[config.mk]
export PLATFORM = sky130hd
export DESIGN_NAME = pcm8_linear_upsampler_core
export DESIGN_NICKNAME = d
export VERILOG_FILES = /design/src/design/pcm8u_pkg.sv /design/src/design/pcm8u_ctrl.sv /design/src/design/pcm8u_datapath.sv /design/src/design/pcm8_linear_upsampler_core.sv
export SDC_FILE = /design/constraint.sdc
export NUM_CORES = 1
export LEC_CHECK = 0
export CAP_MARGIN = 40
export CORE_MARGIN = 2
export CORE_UTILIZATION = 30
export CTS_BUF_LIST = sky130_fd_sc_hd__clkbuf_16
export CTS_CLUSTER_DIAMETER = 40
export DETAILED_ROUTE_END_ITERATION = 16
export DONT_BUFFER_PORTS = 1
export PLACE_DENSITY = 0.44
export SLEW_MARGIN = 20
export SYNTH_ARGS = -nofsm -noshare
export SYNTH_HDL_FRONTEND = slang
export SYNTH_SLANG_ARGS = --single-unit
[constraint.sdc]
create_clock -name clk -period 23.5 [get_ports clk]
set_input_delay 2.35 -clock clk [delete_from_list [all_inputs] [get_ports clk]]
set_output_delay 2.35 -clock clk [all_outputs]
set_load 0.005 [all_outputs]
[src/design/pcm8u_pkg.sv]
// pcm8u_pkg: shared types, constants and helpers of the pcm8 linear upsampler
// used by the controller, the datapath and the top level
`timescale 1ns / 1ps
package pcm8u_pkg;

	localparam int FRAC_WIDTH_DEF = 16;
	localparam int MAX_RESULTS    = 64;
	localparam int NCNT_W         = $clog2(MAX_RESULTS + 1);
	localparam int STEP_W         = 17;
	localparam int COUNT_W        = 24;
	localparam int BYTE_W         = 8;
	localparam int PCM_W          = 16;
	localparam int DIFF_W         = PCM_W + 1;
	localparam int LIFT           = 8;
	localparam int CFG_IDX_W      = 2;
	localparam int CFG_DATA_W     = 24;

	localparam logic [BYTE_W-1:0]  CENTRE     = 8'd128;
	localparam logic [STEP_W-1:0]  STEP_RESET = 17'd10465;

	localparam logic [CFG_IDX_W-1:0] REG_PHASE_STEP   = 2'd0;
	localparam logic [CFG_IDX_W-1:0] REG_OUTPUT_COUNT = 2'd1;

	typedef enum logic [2:0] {
		ST_IDLE,
		ST_CHECK,
		ST_MUL,
		ST_EMIT,
		ST_FIN
	} state_t;

	typedef struct packed {
		logic load;
		logic mul;
		logic emit;
		logic finish;
	} ctrl_cmd_t;

	typedef struct packed {
		logic go;
		logic more;
		logic out_free;
	} dp_status_t;

	// (b - 128) << 8 as a signed 16-bit sample
	function automatic logic signed [PCM_W-1:0] centre_byte(input logic [BYTE_W-1:0] b);
		logic [BYTE_W:0] d;
		d = {1'b0, b} - {1'b0, CENTRE};
		return {d[PCM_W-LIFT-1:0], {LIFT{1'b0}}};
	endfunction

endpackage

[src/design/pcm8u_ctrl.sv]
// pcm8u_ctrl: sequencing state machine of the pcm8 linear upsampler
// depends on pcm8u_pkg for the state type and the command and status structs
`timescale 1ns / 1ps
module pcm8u_ctrl (
	input  logic                   clk,
	input  logic                   arst_n,
	input  logic                   s_tvalid,
	input  pcm8u_pkg::dp_status_t  sts,
	output logic                   s_tready,
	output pcm8u_pkg::ctrl_cmd_t   cmd
);
	import pcm8u_pkg::*;

	state_t state_q;
	state_t state_d;

	always_ff @(posedge clk or negedge arst_n) begin
		if (!arst_n) begin
			state_q <= ST_IDLE;
		end else begin
			state_q <= state_d;
		end
	end

	always_comb begin
		state_d = state_q;
		unique case (state_q)
			ST_IDLE: begin
				if (s_tvalid) state_d = ST_CHECK;
			end
			ST_CHECK: begin
				state_d = sts.go ? ST_MUL : ST_FIN;
			end
			ST_MUL: begin
				state_d = ST_EMIT;
			end
			ST_EMIT: begin
				if (sts.out_free) state_d = sts.more ? ST_MUL : ST_FIN;
			end
			ST_FIN: begin
				state_d = ST_IDLE;
			end
			default: begin
				state_d = ST_IDLE;
			end
		endcase
	end

	always_comb begin
		s_tready = 1'b0;
		cmd      = '0;
		unique case (state_q)
			ST_IDLE: begin
				s_tready = 1'b1;
				cmd.load = s_tvalid;
			end
			ST_CHECK: begin
			end
			ST_MUL: begin
				cmd.mul = 1'b1;
			end
			ST_EMIT: begin
				cmd.emit = sts.out_free;
			end
			ST_FIN: begin
				cmd.finish = 1'b1;
			end
			default: begin
			end
		endcase
	end

endmodule

[src/design/pcm8u_datapath.sv]
// pcm8u_datapath: config registers, phase accumulator, interpolation multiply
// and output register; depends on pcm8u_pkg
`timescale 1ns / 1ps
module pcm8u_datapath #(
	parameter int FRAC_WIDTH = pcm8u_pkg::FRAC_WIDTH_DEF
) (
	input  logic                                clk,
	input  logic                                arst_n,
	input  logic                                cfg_we,
	input  logic [pcm8u_pkg::CFG_IDX_W-1:0]     cfg_index,
	input  logic [pcm8u_pkg::CFG_DATA_W-1:0]    cfg_data,
	input  logic [pcm8u_pkg::BYTE_W-1:0]        src_byte,
	input  logic                                src_last,
	input  pcm8u_pkg::ctrl_cmd_t                cmd,
	output pcm8u_pkg::dp_status_t               sts,
	input  logic                                m_tready,
	output logic                                m_tvalid,
	output logic [pcm8u_pkg::PCM_W-1:0]         m_tdata,
	output logic                                m_tlast
);
	import pcm8u_pkg::*;

	localparam int PH_W   = FRAC_WIDTH + 2;
	localparam int CMP_W  = (PH_W > STEP_W) ? PH_W : STEP_W;
	localparam int PROD_W = PH_W + DIFF_W;
	localparam logic [PH_W-1:0] UNIT = PH_W'(1) << FRAC_WIDTH;

	logic [STEP_W-1:0]        step_q;
	logic [COUNT_W-1:0]       count_q;
	logic [BYTE_W-1:0]        held_q;
	logic                     have_held_q;
	logic [PH_W-1:0]          phase_q;
	logic [COUNT_W-1:0]       emitted_q;
	logic                     last_q;
	logic                     mode_b_q;
	logic [NCNT_W-1:0]        n_q;
	logic                     out_valid_q;
	logic [BYTE_W-1:0]        byte_q;
	logic signed [PCM_W-1:0]  cur_q;
	logic signed [PCM_W-1:0]  nxt_q;
	logic signed [PROD_W-1:0] prod_s1;
	logic [PCM_W-1:0]         out_data_q;
	logic                     out_last_q;

	logic [PH_W-1:0]          step_eff;
	logic [PH_W-1:0]          phase_sum;
	logic [PH_W-1:0]          phase_new;
	logic                     wrap;
	logic signed [DIFF_W-1:0] diff;
	logic signed [PH_W-1:0]   weight;
	logic signed [PROD_W-1:0] prod_d;
	logic signed [PROD_W-1:0] prod_sh;
	logic [PCM_W-1:0]         pcm_d;
	logic [COUNT_W-1:0]       emitted_inc;
	logic                     more;

	always_comb begin
		step_eff  = (CMP_W'(step_q) > CMP_W'(UNIT)) ? UNIT : PH_W'(step_q);
		phase_sum = phase_q + step_eff;
		wrap      = phase_sum > UNIT;
		phase_new = wrap ? (phase_sum - UNIT) : phase_sum;

		diff    = $signed({nxt_q[PCM_W-1], nxt_q}) - $signed({cur_q[PCM_W-1], cur_q});
		weight  = $signed({1'b0, phase_q[FRAC_WIDTH:0]});
		prod_d  = PROD_W'(weight) * PROD_W'(diff);
		// arithmetic shift gives the floor of the scaled product
		prod_sh = prod_s1 >>> FRAC_WIDTH;
		pcm_d   = cur_q + prod_sh[PCM_W-1:0];

		emitted_inc = emitted_q + COUNT_W'(1);
		more = (n_q != NCNT_W'(MAX_RESULTS - 1)) && (emitted_inc < count_q)
			&& (!wrap || (!mode_b_q && last_q));

		sts.go       = (emitted_q < count_q) && (have_held_q || last_q);
		sts.more     = more;
		sts.out_free = !out_valid_q || m_tready;
	end

	always_ff @(posedge clk or negedge arst_n) begin
		if (!arst_n) begin
			step_q      <= STEP_RESET;
			count_q     <= '0;
			held_q      <= CENTRE;
			have_held_q <= 1'b0;
			phase_q     <= '0;
			emitted_q   <= '0;
			last_q      <= 1'b0;
			mode_b_q    <= 1'b0;
			n_q         <= '0;
			out_valid_q <= 1'b0;
		end else begin
			if (cfg_we) begin
				unique case (cfg_index)
					REG_PHASE_STEP:   step_q  <= cfg_data[STEP_W-1:0];
					REG_OUTPUT_COUNT: count_q <= cfg_data[COUNT_W-1:0];
					default: begin
					end
				endcase
			end
			if (cmd.load) begin
				last_q   <= src_last;
				mode_b_q <= !have_held_q;
				n_q      <= '0;
			end
			if (cmd.emit) begin
				phase_q   <= phase_new;
				emitted_q <= emitted_inc;
				n_q       <= n_q + NCNT_W'(1);
				if (wrap && !mode_b_q) mode_b_q <= 1'b1;
			end
			if (cmd.finish) begin
				if (last_q) begin
					held_q      <= CENTRE;
					have_held_q <= 1'b0;
					phase_q     <= '0;
					emitted_q   <= '0;
				end else begin
					held_q      <= byte_q;
					have_held_q <= 1'b1;
				end
			end
			if (cmd.emit) begin
				out_valid_q <= 1'b1;
			end else if (m_tready) begin
				out_valid_q <= 1'b0;
			end
		end
	end

	always_ff @(posedge clk) begin
		if (cmd.load) begin
			byte_q <= src_byte;
			cur_q  <= have_held_q ? centre_byte(held_q) : centre_byte(src_byte);
			nxt_q  <= centre_byte(src_byte);
		end
		if (cmd.mul) begin
			prod_s1 <= prod_d;
		end
		if (cmd.emit) begin
			out_data_q <= pcm_d;
			out_last_q <= !more;
			// phase passed one unit: the final sample now runs against itself
			if (wrap && !mode_b_q) cur_q <= nxt_q;
		end
	end

	assign m_tvalid = out_valid_q;
	assign m_tdata  = out_data_q;
	assign m_tlast  = out_last_q;

endmodule

[src/design/pcm8_linear_upsampler_core.sv]
// pcm8_linear_upsampler_core: top level of the pcm8 linear upsampler
// instantiates pcm8u_ctrl and pcm8u_datapath; depends on pcm8u_pkg
//
// channel   dir  signals                          content
// s_axis    in   s_tvalid s_tready s_tdata s_tlast source byte, last source sample
// m_axis    out  m_tvalid m_tready m_tdata m_tlast 16-bit sample, last of request
// cfg       in   cfg_we cfg_index cfg_data         0 phase_step, 1 output_count
//
// an input request is accepted in ST_IDLE and checked in ST_CHECK, then passes
// through ST_MUL and ST_EMIT once per output, and ends in ST_FIN
// the registered interpolation multiply followed by the add gives each output
// a multiply state and an emit state; a stalled m_tready holds the block in ST_EMIT
// arst_n clears state: phase_step 10465, output_count 0, nothing held
`timescale 1ns / 1ps
module pcm8_linear_upsampler_core #(
	parameter int FRAC_WIDTH = pcm8u_pkg::FRAC_WIDTH_DEF
) (
	input  logic                              clk,
	input  logic                              arst_n,
	input  logic                              cfg_we,
	input  logic [pcm8u_pkg::CFG_IDX_W-1:0]   cfg_index,
	input  logic [pcm8u_pkg::CFG_DATA_W-1:0]  cfg_data,
	input  logic                              s_tvalid,
	output logic                              s_tready,
	input  logic [pcm8u_pkg::BYTE_W-1:0]      s_tdata,   // [7:0] source_byte
	input  logic                              s_tlast,
	output logic                              m_tvalid,
	input  logic                              m_tready,
	output logic [pcm8u_pkg::PCM_W-1:0]       m_tdata,   // [15:0] pcm_value
	output logic                              m_tlast
);
	import pcm8u_pkg::*;

	ctrl_cmd_t  cmd;
	dp_status_t sts;

	pcm8u_ctrl u_ctrl (
		.clk      (clk),
		.arst_n   (arst_n),
		.s_tvalid (s_tvalid),
		.sts      (sts),
		.s_tready (s_tready),
		.cmd      (cmd)
	);

	pcm8u_datapath #(
		.FRAC_WIDTH (FRAC_WIDTH)
	) u_datapath (
		.clk       (clk),
		.arst_n    (arst_n),
		.cfg_we    (cfg_we),
		.cfg_index (cfg_index),
		.cfg_data  (cfg_data),
		.src_byte  (s_tdata),
		.src_last  (s_tlast),
		.cmd       (cmd),
		.sts       (sts),
		.m_tready  (m_tready),
		.m_tvalid  (m_tvalid),
		.m_tdata   (m_tdata),
		.m_tlast   (m_tlast)
	);

`ifndef NO_ASSERTIONS
	a_no_accept_while_emit: assert property (@(posedge clk) disable iff (!arst_n)
		cmd.emit |-> !s_tready)
		else $error("request accepted during emit");

	a_more_goes_to_mul: assert property (@(posedge clk) disable iff (!arst_n)
		cmd.emit && sts.more |=> cmd.mul)
		else $error("pending output not followed by multiply");

	a_finish_to_idle: assert property (@(posedge clk) disable iff (!arst_n)
		cmd.finish |=> s_tready)
		else $error("finish not followed by idle");

	a_emit_sets_valid: assert property (@(posedge clk) disable iff (!arst_n)
		cmd.emit |=> m_tvalid)
		else $error("emitted sample not presented");
`endif

endmodule
==> flow_metrics.tcl, run 1 <==
set metrics [dict create \
    ctsHoldBuffers 0 \
    grt_pass1_vias 14300 \
    setup_viol 0 \
    synthArstFlopShare_pct 64.4 \
    syn-instance-count 2009 \
    ys_types 70 \
    yosys.area.top_type "fa_1" \
    cts_buffers 17 \
    antennaDiodeCount 0 \
    crit_slowest_cell "dfxtp_1" \
    drtPass1Iterations 5 \
    min_period_ns 8.56 \
    maxCapViolCount 0 \
    ys_seq_area_share_pct 22.6 \
    overflow 0 \
    placed_cell_area_mm2 0.0199 \
    rsz0062_at_grt "false" \
    critPathCaptureType "flop" \
    critPathCapture "u_datapath.prod_s1[31]" \
    start_util_pct 30.3 \
    r2r-end "u_datapath.prod_s1[31]" \
    fillCellCount 6385 \
    gp_congestion 0.801 \
    period_share_pct 36.4 \
    dr_wl_met3_mm 1.57 \
    portBuffers 0 \
    dieArea_mm2 0.0643 \
    syn_nets 2469 \
    ys_dominant_reg_cell "dfrtp_1" \
    syn_to_final_growth_pct 9.77 \
    critical_path.startpoint "u_datapath.cur_q[0]" \
    slew_viol_final 0 \
    status "finished, final reports clean" \
    synth_edf_count 42 \
    crit_type "reg2reg" \
    io_pins 59 \
    r2r-start "u_datapath.cur_q[0]" \
    viasPerCell 4.70 \
    synth_top_cell_area_share_pct 24.1 \
    drc_errors 0 \
    crit_arrival_ns 8.76 \
    first_iter_violations 598 \
    ant_nets 0 \
    wirelength_mm 48.8 \
    synth_warnings 0 \
    finalHoldViolCount 0 \
    coreArea_mm2 0.0616 \
    final_area_mm2 0.0205 \
    achievable-frequency_ghz 0.117 \
    clk_latency_ns 0.46 \
    ctsRootBufferMaster "clkbuf_16" \
    yosys-top-cells-area "fa_1, dfrtp_1, ha_1, inv_1, edfxtp_1" \
    clk_path_buf_depth 2 \
    multi_input_area_mm2 0.0130 \
    grt_antenna_before_repair 0 \
    crit_fanout 21 \
    crit_path_start_kind "flop" \
    post_cts_resize_count 0 \
    grt_max_degree 106 \
    synth-seq-cells 163 \
    wl_per_cell_um 17.1 \
    cpPeakStageDelay_ns 0.85 \
    num_vias 13400 \
    grt_pass1_wl_mm 79.4 \
    tightestPinTransition_ns 0.874 \
    synthesis.area_mm2 0.0187 \
    hold_path.class "reg2reg" \
    path_clk_slew_ns 0.07 \
    seq_area_mm2 0.00422 \
    cts_tree "done" \
    num_rows 91 \
    wl_met2_mm 23.6 \
    cts.sinks 163 \
    tns_ns 0 \
    worstPathRequired_ns 23.70 \
    avgSynthCellArea_um2 9.30 \
    maxSlewHeadroom_pct 41.8 \
    rrSetupSlack_ns 14.94 \
    track_usage_pct 16.0 \
    skew_ns 0.0223 \
    htreeDepth 4 \
    post_cts_buffers 0 \
    routed.top_layer "met4" \
    hpwl_mm 38.1 \
    path_common_cell "inv_1" \
    dieHeight_um 254 \
    fin_nets 2465 \
    rr_worst_depth 30 \
    drive_gt1_share_pct 7.53 \
    wirelength_met1_mm 23.2 \
    dieWidth_um 254 \
]
-- cell families (layout without fill, tap and decap cells) --
| family | after synthesis | after routing | synth area share (%) |
|---|---|---|---|
| flip-flops | 163 | 163 | 22.6 |
| adder cells (fa/ha/maj) | 420 | 420 | 37.2 |
| buffers and inverters | 400 | 409 | 8.07 |
| multiplexers | 55 | 55 | 3.29 |
| AND/OR/NAND/NOR | 635 | 635 | 16.3 |
| XOR/XNOR | 97 | 97 | 4.55 |
| AO/OA/AOI/OAI | 239 | 239 | 8.05 |
-- registers in the layout, summed over array words and instances (netlist names), 3 cells and up --
signal,flops
u_datapath.held_q,8
u_datapath.byte_q,8
u_datapath.emitted_q,24
u_datapath.count_q,24
u_datapath.cur_q,16
u_ctrl.state_q,3
u_datapath.prod_s1,16
u_datapath.n_q,7
u_datapath.phase_q,18
u_datapath.m_tdata,16
u_datapath.step_q,17
-- per-layer routing --
layer  up-vias  GRT usage (%)
li1       6443              -
met1      6768           21.6
met2       164           27.1
met3        30           2.38
met4         0           3.06
met5         -              0
-- cell type report --
cell class,count,share of cell area (%)
clock inverters,14,0.799
inverters,340,6.22
repair buffers,37,1.75
well taps,837,5.10
multi-input cells,1446,63.4
clock buffers,18,2.20
flip-flops and latches,163,20.6
-- stage by stage --
stage	hold slack (ns)	instances	worst slack, ns	utilization, %
floorplan	0.445	2009	15.82	-
global placement	0.464	2814	14.95	32.1
detailed placement	0.470	2823	14.86	32.3
CTS	0.485	2855	14.84	33.3
global route	0.504	2855	14.48	33.3
finish	0.483	2855	14.94	33.3
-- worst min path at each step --
stage / slack (ns) / start / depth (start not counted) / end
after floorplan: 0.45 / u_datapath.cur_q[5] / 2 / u_datapath.cur_q[5]
after global placement: 0.46 / u_datapath.held_q[6] / 2 / u_datapath.held_q[6]
after detailed placement: 0.47 / u_datapath.held_q[1] / 2 / u_datapath.held_q[1]
after CTS: 0.49 / u_datapath.held_q[1] / 2 / u_datapath.held_q[1]
after global routing: 0.50 / u_datapath.held_q[1] / 2 / u_datapath.held_q[1]
final: 0.48 / u_datapath.held_q[1] / 2 / u_datapath.held_q[1]
-- cell usage in the layout (no fill, tap or decap), types with 5 or more instances in the layout --
cell type  instances
a211oi_1           9
a21boi_0           5
a21o_1            15
a21oi_1           69
a31oi_1           11
and2_1           111
and3_1            19
buf_4             28
clkbuf_16         18
dfrtp_1           98
dfstp_2            7
dfxtp_1           16
edfxtp_1          42
fa_1             225
ha_1             195
inv_1            339
mux2_2            47
mux2i_1            7
nand2_1          274
nand3_1           19
nand4_1           15
nor2_1            93
nor2b_1           26
nor3_1            17
nor3b_1            5
nor4_1            12
o211ai_1           5
o21a_1            11
o21ai_0           70
o21bai_1           5
or2_2              9
or3_1             13
xnor2_1           53
xor2_1            42
-- critical path: cells and delay by family (launching register included) --
kind | cells | cell delay [ns]
fa+ha+maj | 8 | 3.50
compound gates | 12 | 2.96
flops | 1 | 0.85
buf+inv | 7 | 0.63
xor+xnor | 2 | 0.21
simple gates | 1 | 0.11
-- cells in the mapped netlist (12+ instances only) --
library cell and n:
nand3_1 20, clkbuf_1 55, ha_1 195, nand4_1 15, a21o_1 15, nor4_1 12
inv_1 338, nor2_1 94, dfxtp_1 16, edfxtp_1 42, fa_1 225, xor2_1 43
mux2_2 47, o21ai_0 70, nor2b_1 26, and3_1 19, or3_1 13, a21oi_1 69
nor3_1 18, xnor2_1 54, dfrtp_1 98, and2_1 111, nand2_1 274
Power of run 1 is not shown: default switching activity piles up to over one toggle a cycle in this logic, so the estimate is an artifact.
==> inputs of run 2 (changes only) <==
- clock period: 23.5 -> 7.9 ns (I/O delays scaled with it)
==> flow_metrics.tcl, run 2 (synthesis gave the netlist of run 1 again) <==
set metrics [dict create \
    status "finished, final reports clean" \
    tightestPinTransition_ns 0.838 \
    overflow 0 \
    crit_type "reg2reg" \
    worstPathRequired_ns 8.09 \
    drtPass1Iterations 5 \
    viasPerCell 4.67 \
    grt_pass1_vias 14400 \
    rr_worst_depth 27 \
    wirelength_mm 48.8 \
    ant_nets 0 \
    wl_per_cell_um 16.8 \
    crit_arrival_ns 7.80 \
    drc_errors 0 \
    num_vias 13600 \
    placed_cell_area_mm2 0.0203 \
    slew_viol_final 0 \
    top_regs "u_datapath.count_q (24), u_datapath.emitted_q (24), u_datapath.phase_q (18)" \
    rsz0062_at_grt "true" \
    pre_cts_slack_ns 0.00564 \
    drive_gt1_share_pct 10.8 \
    syn_to_final_growth_pct 12.4 \
    tns_ns 0 \
    start_util_pct 30.3 \
    worst_slack_ns 0.297 \
    grt_max_degree 79 \
    final_area_mm2 0.0210 \
    clk_path_buf_depth 2 \
    crit_path_start_kind "flop" \
    layout_commonest_cell "inv_1" \
    hpwl_mm 39.3 \
    post-route-util_pct 34.1 \
    ctsRootBufferMaster "clkbuf_16" \
    cts.sinks 163 \
    gp_congestion 0.850 \
    dieArea_mm2 0.0643 \
    fin_nets 2521 \
    maxCapViolCount 0 \
    skew_ns 0.0321 \
    path_clk_slew_ns 0.07 \
    period_share_pct 96.2 \
    setup_viol 0 \
    hold_path.class "in2async" \
    antennaDiodeCount 0 \
    portBuffers 0 \
    critPathCaptureType "flop" \
    io_pins 59 \
    first_iter_violations 660 \
    min_period_ns 7.60 \
    cts_tree "done" \
    achievable-frequency_ghz 0.132 \
    grt_antenna_before_repair 1 \
    r2r-start "u_datapath.byte_q[3]" \
    finalHoldViolCount 0 \
    track_usage_pct 16.0 \
    dieHeight_um 254 \
    dieWidth_um 254 \
    coreArea_mm2 0.0616 \
    critical_path.startpoint "u_datapath.byte_q[3]" \
    cts_buffers 17 \
    num_rows 91 \
    crit_fanout 5 \
    layout_common_cells "inv_1, nand2_1, fa_1, ha_1, and2_1" \
    clk_latency_ns 0.47 \
    grt_pass1_wl_mm 80.3 \
    htreeDepth 4 \
    maxSlewHeadroom_pct 44.1 \
]
## run 2: cell types whose count changed in the layout (fill, tap and decap cells not counted), sizes merged
cell	previous run	this run
buf	37	93
clkinv	3	6
bufinv	2	0
clkbuf	18	17
## run 2: final timing paths
check / to / slack [ns]
setup / recovery: u_datapath.prod_s1[31] / 0.30
hold / removal: u_datapath.held_q[5] / 0.04
setup reg to reg: u_datapath.prod_s1[31] / 0.30
hold reg to reg: u_datapath.held_q[7] / 0.48
max in group asynchronous: u_datapath.step_q[3] / 7.23
min in group clk: u_datapath.byte_q[7] / 0.42
## run 2: timing repair
item	4_1_cts	5_1_grt
hold buffers	2	0
setup buffers	0	1
resized for setup	2	26
pin swaps	0	11
cloned	0	0
endpoints found under the hold margin	78	0
setup endpoints to repair	2	9
## run 2: critical path, cell delays in order (launching register included)
cell and delay, ns:
edfxtp_1 0.44, ha_1 0.36, o21a_1 0.22, o21ai_0 0.29, nor3b_2 0.10, o21ai_0 0.15, a21oi_1 0.08, buf_4 0.16
or2_2 0.29, fa_1 0.54, fa_1 0.55, inv_1 0.06, fa_1 0.52, fa_1 0.52, fa_1 0.52, fa_1 0.50
ha_1 0.32, o21a_1 0.12, o21a_1 0.19, o21ai_2 0.13, a221oi_1 0.10, buf_4 0.15, o31a_1 0.28, o41ai_2 0.28
buf_4 0.19, o21bai_2 0.08, a21oi_2 0.14, xnor2_1 0.08
## run 2: routing by layer
layer	up-vias	part of all wire, %	global-route usage [%]
li1	6568	-	-
met1	6810	48	22.3
met2	201	47	26.6
met3	29	3.4	2.34
met4	0	1.0	2.87
met5	-	0	0
## run 2: area by class of cell
class / instances / area [um^2]
Clock buffer: 17 / 425
Clock inverter: 15 / 119
Sequential cell: 163 / 4220
Fill cell: 6369 / 40600
Tap cell: 837 / 1050
Inverter: 340 / 1280
Multi-Input combinational cell: 1446 / 13100
Timing Repair Buffer: 93 / 805
## run 2: stage by stage
stage,std cells,hold slack [ns]
floorplan,2009,0.445
detailed placement,2876,0.474
global placement,2873,0.466
global route,2911,0.00921
finish,2911,0.0370
CTS,2910,0.00191
Power of run 2 is left out for the same reason.
==> inputs of run 3 (changes only) <==
- ABC_AREA: default -> 1
==> flow_metrics.tcl, run 3 <==
set metrics [dict create \
    wirelength_mm 56.4 \
    crit_path_start_kind "flop" \
    finalHoldViolCount 0 \
    setup_viol 0 \
    cpPeakStageDelay_ns 0.55 \
    critPathBufInv 3 \
    clk_path_buf_depth 2 \
    first_iter_violations 845 \
    achievable-frequency_ghz 0.136 \
    placed_cell_area_mm2 0.0209 \
    ys_dominant_reg_cell "dfrtp_1" \
    ys_types 59 \
    portBuffers 0 \
    critical-path-top-delay-family "adder cells" \
    skew_ns 0.0129 \
    htreeDepth 4 \
    hold_path.class "in2async" \
    tns_ns 0 \
    start_util_pct 30.2 \
    top_regs "u_datapath.count_q (24), u_datapath.emitted_q (24), u_datapath.phase_q (18)" \
    dp.cells 3338 \
    final_area_mm2 0.0215 \
    rr_worst_depth 23 \
    synth-seq-cells 163 \
    tightestPinTransition_ns 0.835 \
    gp_congestion 0.869 \
    hpwl_mm 47.0 \
    num_rows 94 \
    min_period_ns 7.36 \
    crit_fanout 9 \
    dieArea_mm2 0.0679 \
    synthesis.area_mm2 0.0198 \
    crit_arrival_ns 7.58 \
    avgSynthCellArea_um2 7.91 \
    period_share_pct 93.2 \
    critical_path.startpoint "u_datapath.cur_q[12]" \
    drc_errors 0 \
    syn-instance-count 2498 \
    grt_pass1_vias 16200 \
    fin_hold_ws_ns 0.160 \
    synthArstFlopShare_pct 64.4 \
    synthTopCellsByCount "inv_1, nand2_1, fa_1, ha_1, nor2_1" \
    num_vias 15500 \
    post_cts_buffers 0 \
    r2r-start "u_datapath.cur_q[12]" \
    io_pins 59 \
    slew_viol_final 0 \
    maxSlewHeadroom_pct 44.3 \
    viasPerCell 4.61 \
    synth_edf_count 42 \
    syn_to_final_growth_pct 9.06 \
    synth_warnings 0 \
    maxCapViolCount 0 \
    ant_nets 0 \
    synth_most_common_cell "inv_1" \
    rsz0062_at_grt "false" \
    track_usage_pct 17.3 \
    synth_top_cell_area_share_pct 22.8 \
    crit_slowest_cell "fa_1" \
    cp_cell_sequence "inv_1, ha_1, a21o_1, a221oi_1, nand3_1, nand2_1, nand2_1, inv_1, nand2_1, fa_1, fa_1, inv_1, fa_1, fa_1, fa_1, fa_1, ha_1, a21oi_1, o21a_1, o21ai_0, a221oi_1, nand2_1, xor2_1" \
    drtPass1Iterations 5 \
    path_common_cell "fa_1" \
    layout_commonest_cell "inv_1" \
    coreArea_mm2 0.0655 \
    ys_seq_area_share_pct 21.4 \
    yosys-top-cells-area "fa_1, dfrtp_1, ha_1, inv_1, nand2_1" \
    ctsRootBufferMaster "clkbuf_16" \
    critPathCaptureType "flop" \
    path_clk_slew_ns 0.08 \
    grt_max_degree 99 \
    worstPathRequired_ns 8.12 \
    clk_latency_ns 0.48 \
    yosys.area.top_type "fa_1" \
    finalNonFillerCells 3372 \
    grt_pass1_wl_mm 90.4 \
    dieHeight_um 261 \
    layout_common_cells "inv_1, nand2_1, fa_1, ha_1, nor2_1" \
    wl_per_cell_um 16.7 \
    cts_buffers 17 \
    cts.sinks 163 \
    syn_nets 2958 \
    crit_type "reg2reg" \
    grt_antenna_before_repair 0 \
    dieWidth_um 261 \
    cts_tree "done" \
    status "finished, final reports clean" \
    fin_nets 2955 \
    antennaDiodeCount 0 \
    overflow 0 \
    drive_gt1_share_pct 6.22 \
    crit_cells 23 \
]
[run 3: changes by cell type after synthesis, moves of 13 or more]
| cell | previous run | this run |
|---|---|---|
| nand3_1 | 20 | 46 |
| inv_1 | 338 | 583 |
| mux2_2 | 47 | 0 |
| nor2_1 | 94 | 191 |
| nand2_2 | 0 | 13 |
| and3_1 | 19 | 0 |
| o211ai_1 | 5 | 22 |
| and2_1 | 111 | 2 |
| xnor2_1 | 54 | 14 |
| or3_1 | 13 | 0 |
| nor2b_1 | 26 | 0 |
| o21ai_0 | 70 | 120 |
| nand2_1 | 274 | 527 |
| a21oi_1 | 69 | 126 |
[run 3: cells by family (layout without fill, tap and decap cells)]
logic type      count (synthesis)  after routing  synth area share (%)
compound gates                333            333                  9.62
xor+xnor                       56             56                  2.63
fa+ha+maj                     420            420                  35.2
buf+inv                       657            667                  12.6
flops                         163            163                  21.4
simple gates                  869            869                  18.6
[run 3: timing repair]
item / in CTS / in global routing
hold endpoints to repair: 98 / 0
setup endpoints to repair: 0 / 3
hold buffers: 1 / 0
resized for setup: 0 / 2
[run 3: routing by layer]
layer / vias to the layer above / part of all wire [%] / global-route usage (%)
met1: 7585 / 48 / 23.8
met2: 231 / 48 / 29.2
li1: 7692 / - / -
met3: 39 / 2.8 / 1.88
met4: 0 / 1.4 / 4.11
met5: - / 0 / 0
[run 3: final timing paths]
kind | slack (ns) | endpoint
worst min-delay path | 0.16 | u_datapath.step_q[13]
max in group asynchronous | 7.26 | u_datapath.phase_q[1]
worst max register to register | 0.54 | u_datapath.prod_s1[25]
worst max-delay path | 0.54 | u_datapath.prod_s1[25]
min in group clk | 0.41 | u_datapath.byte_q[2]
worst min register to register | 0.47 | u_datapath.n_q[6]
[run 3: metrics by stage]
stage | worst slack (ns) | utilization, %
after floorplan | 1.32 | -
after global placement | 0.571 | 31.8
after detailed placement | 0.493 | 31.9
after CTS | 0.453 | 32.8
after global routing | 0.0797 | 32.9
final | 0.538 | 32.9
[run 3: final cells by class]
cell class / instances / area (um^2)
clock buffer: 17 / 425
clock inverter: 15 / 179
fill: 6928 / 44000
timing repair buffer: 35 / 325
multi-input combinational: 1678 / 13100
sequential: 163 / 4220
inverter: 600 / 2260
tap: 864 / 1080
[run 3: worst register-to-register path, cell delays in order (launching register included)]
cell	delay (ns)
dfxtp_1	0.38
inv_1	0.08
ha_1	0.38
a21o_1	0.20
a221oi_1	0.30
nand3_1	0.12
nand2_1	0.11
nand2_1	0.23
inv_1	0.29
nand2_1	0.11
fa_1	0.53
fa_1	0.55
inv_1	0.06
fa_1	0.50
fa_1	0.54
fa_1	0.53
fa_1	0.51
ha_1	0.38
a21oi_1	0.36
o21a_1	0.22
o21ai_0	0.12
a221oi_1	0.28
nand2_1	0.13
xor2_1	0.17
Power of run 3 is left out for the same reason.
